[config.mk]
export PLATFORM = sky130hd
export DESIGN_NAME = sac_div
export DESIGN_NICKNAME = d
export VERILOG_FILES = /design/src/hdl/sac_pkg.sv /design/src/hdl/sac_div.sv
export SDC_FILE = /design/constraint.sdc
export NUM_CORES = 2
export LEC_CHECK = 0
export ABC_AREA = 1
export CAP_MARGIN = 5
export CORE_ASPECT_RATIO = 1.4
export CORE_MARGIN = 4
export CORE_UTILIZATION = 40
export DETAILED_ROUTE_END_ITERATION = 16
export DONT_BUFFER_PORTS = 1
export SYNTH_ARGS = -nofsm -noshare
export SYNTH_HDL_FRONTEND = slang
export SYNTH_SLANG_ARGS = --single-unit
[constraint.sdc]
create_clock -name clk_i -period 4.85 [get_ports clk_i]
set_input_delay 0.97 -clock clk_i [delete_from_list [all_inputs] [get_ports clk_i]]
set_output_delay 0.97 -clock clk_i [all_outputs]
set_load 0.02 [all_outputs]
[src/hdl/sac_pkg.sv]
// shared types for the swept box collision block
// no dependencies
`timescale 1ns / 1ps
package sac_pkg;

  localparam int unsigned TimeBits = 32;
  localparam int unsigned NumLanes = 4;

  // per-item flags that travel beside the divider lanes
  typedef struct packed {
    logic                valid;
    logic                hit;
    logic                zero_x;
    logic                zero_y;
    logic                ix_neg;
    logic                iy_neg;
    logic [NumLanes-1:0] neg;
  } meta_t;

endpackage

[src/hdl/sac_div.sv]
// pipelined unsigned restoring divider, one quotient bit per register stage
// depends on sac_pkg
`timescale 1ns / 1ps
module sac_div #(
  parameter int unsigned NW  = 35,
  parameter int unsigned DVW = 16
) (
  input  logic           clk_i,
  input  logic [NW-1:0]  num_i,
  input  logic [DVW-1:0] den_i,
  output logic [NW-1:0]  quo_o
);
  import sac_pkg::*;

  logic [DVW-1:0] rem_q [NW];
  logic [NW-1:0]  sh_q  [NW];
  logic [DVW-1:0] den_q [NW];
  logic [DVW-1:0] rem_in [NW];
  logic [NW-1:0]  sh_in  [NW];
  logic [DVW-1:0] den_in [NW];

  for (genvar i = 0; i < NW; i++) begin : g_stage
    logic [DVW:0]   trial;
    logic [DVW:0]   diff;
    logic           ge;
    logic [DVW-1:0] rem_d;
    logic [NW-1:0]  sh_d;

    if (i == 0) begin : g_first
      assign rem_in[i] = '0;
      assign sh_in[i]  = num_i;
      assign den_in[i] = den_i;
    end else begin : g_next
      assign rem_in[i] = rem_q[i-1];
      assign sh_in[i]  = sh_q[i-1];
      assign den_in[i] = den_q[i-1];
    end

    always_comb begin
      trial = {rem_in[i], sh_in[i][NW-1]};
      diff  = trial - {1'b0, den_in[i]};
      ge    = (trial >= {1'b0, den_in[i]});
      rem_d = ge ? diff[DVW-1:0] : trial[DVW-1:0];
      // remaining dividend bits shift out the top, quotient bits fill in below
      sh_d  = {sh_in[i][NW-2:0], ge};
    end

    always_ff @(posedge clk_i) begin
      rem_q[i] <= rem_d;
      sh_q[i]  <= sh_d;
      den_q[i] <= den_in[i];
    end
  end

  assign quo_o = sh_q[NW-1];

endmodule

# After elaboration in Yosys (flattened, before gate mapping)
# Memories as Yosys holds them, arrays and structs flattened.
# Cells that the tools add are included.
[op_classes]
n_addsub = 35
mux = 35
n_lt_le_gt_ge = 35
[ops]
columns = ["cell", "n"]
rows = [
  ["17-bit by 16-bit >= comparator with 1-bit output", 34],
  ["16-bit two-way mux", 35],
  ["16-bit subtractor", 34],
  ["1-bit by 16-bit >= comparator with 1-bit output", 1],
  ["1-bit by 16-bit subtractor with 16-bit output", 1],
]
[word_totals]
reg_bits = 0
in_bits = 52
elab_cells = 108
mem_bits_rw = 2345
memories = 3
out_inout_bits = 35
[memory_table]
columns = ["memory", "depth", "word_bits", "read_ports", "rd_clocked_by_memory_dff", "wr", "line", "text"]
rows = [
  ["sh_q", 35, 35, 35, 0, 35, "sac_div.sv:16", "logic [NW-1:0] sh_q [NW];"],
  ["den_q", 35, 16, 34, 0, 35, "sac_div.sv:17", "logic [DVW-1:0] den_q [NW];"],
  ["rem_q", 35, 16, 34, 0, 35, "sac_div.sv:15", "logic [DVW-1:0] rem_q [NW];"],
]

# Depth between registers and ports, before layout
# An unclocked memory read counts as a cell.
[depth]
depth_word = 3
ltp_mapped = 15
mapped_depth_nobuf = 13

# Worst setup path after synthesis
# OpenSTA, ideal clock, no wires.
[synth_path]
kind = "input to register"
from = "input port num_i[34]"
to = "memory rem_q[0][14]"
t_arrival_ps = 2136
required_ps = 4780
setup_slack_ps = 2644
setup_time_ps = 70
cell_stages = 11
path_buffers = 1
cell_sequence = "inv_1 > ha_1 > inv_1 > ha_1 > nand2_1 > nor2_1 > inv_1 > nand2_1 > nand3_2 > buf_2 > a21oi_1"
[synth_lines]
columns = ["item", "line", "text"]
rows = [
  ["start: declaration", "sac_div.sv:9", "input logic [NW-1:0] num_i,"],
  ["end: declaration", "sac_div.sv:15", ""],
]

==> flow_summary_export.csv <==
group,metric,value,unit
logic_synthesis,synth_area_per_cell,7.90,um2
worst_setup_path,critPathBufInv,1,
detailed_routing,drt_iter0_markers,3383,
logic_synthesis,yosysWarnings,0,
clocking,cts_buffer_depth,4,
detailed_routing,via_per_inst,4.59,
worst_setup_path,end_kind,"flip-flop",
timing,period_share,53.2,%
power,ir_drop,415,uV
floorplanning,initial_core_util,40.2,%
logic_synthesis,synth_area_leaders,"dfxtp_1 (50%), nand2_1 (16%), inv_1 (8.6%), ha_1 (7.4%), nand3_1 (4.9%)",
timing,final-hold-violation-count,0,
detailed_routing,vias,68900,
clocking,cts.sinks,2313,
floorplanning,core.rowCount,208,
clocking,clk-insertion-delay-late,0.90,ns
clocking,clk_pin_slew,0.07,ns
worst_setup_path,crit_arrival,3.36,ns
worst_setup_path,cp_common_cell,"nand2_1",
logic_synthesis,netlist_area,0.0922,mm2
floorplanning,core,0.229,mm2
timing,worst_pin_slew,0.762,ns
worst_setup_path,critPathSlowestCell,"nor2_2",
timing,fin_crit,2.58,ns
power,p_per_area,633,mW/mm2
logic_synthesis,yosys.area.top_type,"dfxtp_1",
placed_design,hpwl,175000,um
floorplanning,die-height,576,um
worst_setup_path,startpoint_type,"flip-flop",
worst_setup_path,crit_fanout,19,
logic_synthesis,yosys_register_bits,2313,
timing,final_max_slew_viol_count,0,
cells_and_area,final_layout_size_suffix_gt1_share,5.57,%
worst_setup_path,r2r_cells,9,
clocking,cts_inserted_buffers,224,
detailed_routing,drtPass1Iterations,7,
worst_hold_path,hp-class,"in -> reg",
global_route,grt_pass1_wl,359000,um
worst_setup_path,path_class,"reg -> reg",
power,fin_total_pwr,65.1,mW
placed_design,gp_congestion,0.887,
clocking,cts_tree,"done",
clocking,post_cts_buffers,0,
detailed_routing,drt-total-wl,226000,um
floorplanning,die-area,0.238,mm2
worst_setup_path,max_stage_delay,0.59,ns
logic_synthesis,yosysUniqueCellTypes,45,
global_route,antenna_found_initial,3,
detailed_routing,drcViolationCount,0,
timing,rsz0062_at_grt,"no",
worst_setup_path,cp.required,5.62,ns
worst_hold_path,hold-path-cell-count,0,
timing,tns,0,ns
detailed_routing,drt-wirelength-per-cell,15.0,um
status,status,"finished clean",
detailed_routing,ant_nets,0,
worst_setup_path,crit_family,"simple AND/OR/NAND/NOR gates",
timing,fmax,0.387,GHz
logic_synthesis,ys.flop_type,"dfxtp_1",
global_route,grt_pass1_vias,68900,
timing,slew-limit-headroom,49.1,%
floorplanning,die_x,414,um
logic_synthesis,yosysTopAreaCellShare,50.2,%
logic_synthesis,ys_async_sr_fraction,0,%
global_route,grt_max_degree,21,
global_route,grt.total_usage,18.7,%
logic_synthesis,synth.net_count,12300,
timing,skew,0.0754,ns
power,p_leak,55.6,nW
cells_and_area,mostFrequentLayoutCells,"nand2_1 (4000), dfxtp_1 (2313), inv_1 (2115)",
clocking,htree_num_levels,4,
worst_setup_path,worst-path-stages,9,
logic_synthesis,synth_edf_count,0,
logic_synthesis,synthCells,11700,
worst_setup_path,path_cells,"inv_1 -> ha_1 -> nand2_1 -> nand2_1 -> a21oi_1 -> o21ai_1 -> nor2_2 -> nand2_4 -> o21ai_0",
global_route,overflow,0,
clocking,root_buffer,"clkbuf_16",
placed_design,io_buffer_count,0,
flow_run,drv_cap,0,
timing,setup_viol,0,
cells_and_area,nets,12400,
cells_and_area,area_delta_synth_final,11.6,%
cells_and_area,final_common_cell,"nand2_1",
logic_synthesis,yosysSeqAreaShare,50.2,%
floorplanning,ios,87,
-- Yosys cell counts (2+ instances only) --
cell,instances
clkbuf_2,11
buf_2,46
o21ai_0,13
nand2_4,37
xor2_1,159
buf_6,34
a21boi_1,2
o21ai_1,6
nor4_2,11
nand4_1,151
nor4_1,2
nand3_4,7
and3_1,15
or2_0,3
a21oi_1,302
nor2_2,37
or2_2,15
o21a_1,30
dfxtp_1,2313
or2_1,2
nor3b_2,2
buf_4,27
inv_2,14
fa_1,33
nor2_4,33
ha_1,546
o21ai_2,6
nand3b_1,64
nand2_1,4000
a21boi_2,4
o21bai_1,20
nand3_2,34
nand2_2,82
xnor2_1,45
and2_1,30
nor2_1,415
nor3_2,4
nor3_1,82
inv_1,2115
nand3_1,910
-- registers in the layout, indices dropped and copies added, names as in the netlist --
register / flops
den_q: 544
rem_q: 544
sh_q: 1225
-- path summary, 6_finish.rpt --
| path | startpoint | to | slack, ns |
|---|---|---|---|
| worst max-delay path | den_q[5][14] | rem_q[6][0] | 2.27 |
| worst min register to register | sh_q[28][32] | sh_q[29][33] | 0.28 |
| worst max register to register | den_q[5][14] | rem_q[6][0] | 2.27 |
| worst min-delay path | num_i[27] | sh_q[0][28] | 0.1 |
-- report_power, final --
| group | switching, mW | internal, mW | total (mW) |
|---|---|---|---|
| clock | 7.55 | 10.3 | 17.9 |
| sequential | 2.30 | 22.8 | 25.1 |
| combinational | 14.5 | 7.60 | 22.1 |
| total | 24.4 | 40.7 | 65.1 |
-- layout make-up --
| cell class | instances | area [um2] |
|---|---|---|
| tap | 3045 | 3810 |
| fill | 22600 | 126000 |
| inverter | 2129 | 7990 |
| clock buffer | 284 | 6180 |
| timing repair buffer | 14 | 140 |
| clock inverter | 123 | 1490 |
| sequential | 2313 | 46300 |
| antenna | 5 | 12.5 |
| multi-input combinational | 7104 | 37000 |
-- worst reg2reg max path, cell delays in order, from the launching register on --
cell,delay (ns)
dfxtp_1,0.43
inv_1,0.07
ha_1,0.39
nand2_1,0.10
nand2_1,0.08
a21oi_1,0.16
o21ai_1,0.10
nor2_2,0.59
nand2_4,0.31
o21ai_0,0.30
-- what timing repair did --
item / in CTS / in global routing
resized for setup: 0 / 0
hold endpoints to repair: 14 / 0
hold buffers: 14 / 0
-- cell families after synthesis --
group	synth area share, %
buffers and inverters	9.67
adders and majority gates	8.13
and+or+nand+nor	27.8
AOI/OAI and AO/OA	2.28
xor gates and xnor gates	1.94
DFF	50.2
-- through the flow --
stage               instance area, um2  hold WS [ns]  setup slack, ns  instances  utilization (%)
global placement                 95100         0.310             2.02      14600             41.5
finish                          103000        0.0952             2.27      15000             44.9
global route                    103000        0.0329             2.04      15000             44.9
floorplan                        92200         0.310             2.64      11700                -
CTS                             103000       0.00523             2.16      15000             44.9
detailed placement               95100         0.312             2.15      14600             41.5
-- metal layers --
layer / vias up / GRT usage [%] / share of wire, %
li1: 35900 / - / -
met1: 31100 / 20.4 / 40
met2: 1373 / 35.1 / 51
met3: 586 / 2.41 / 3.5
met4: 0 / 9.58 / 5.5
met5: - / 0 / 0
Note: power is estimated with default switching activity, not from simulation.
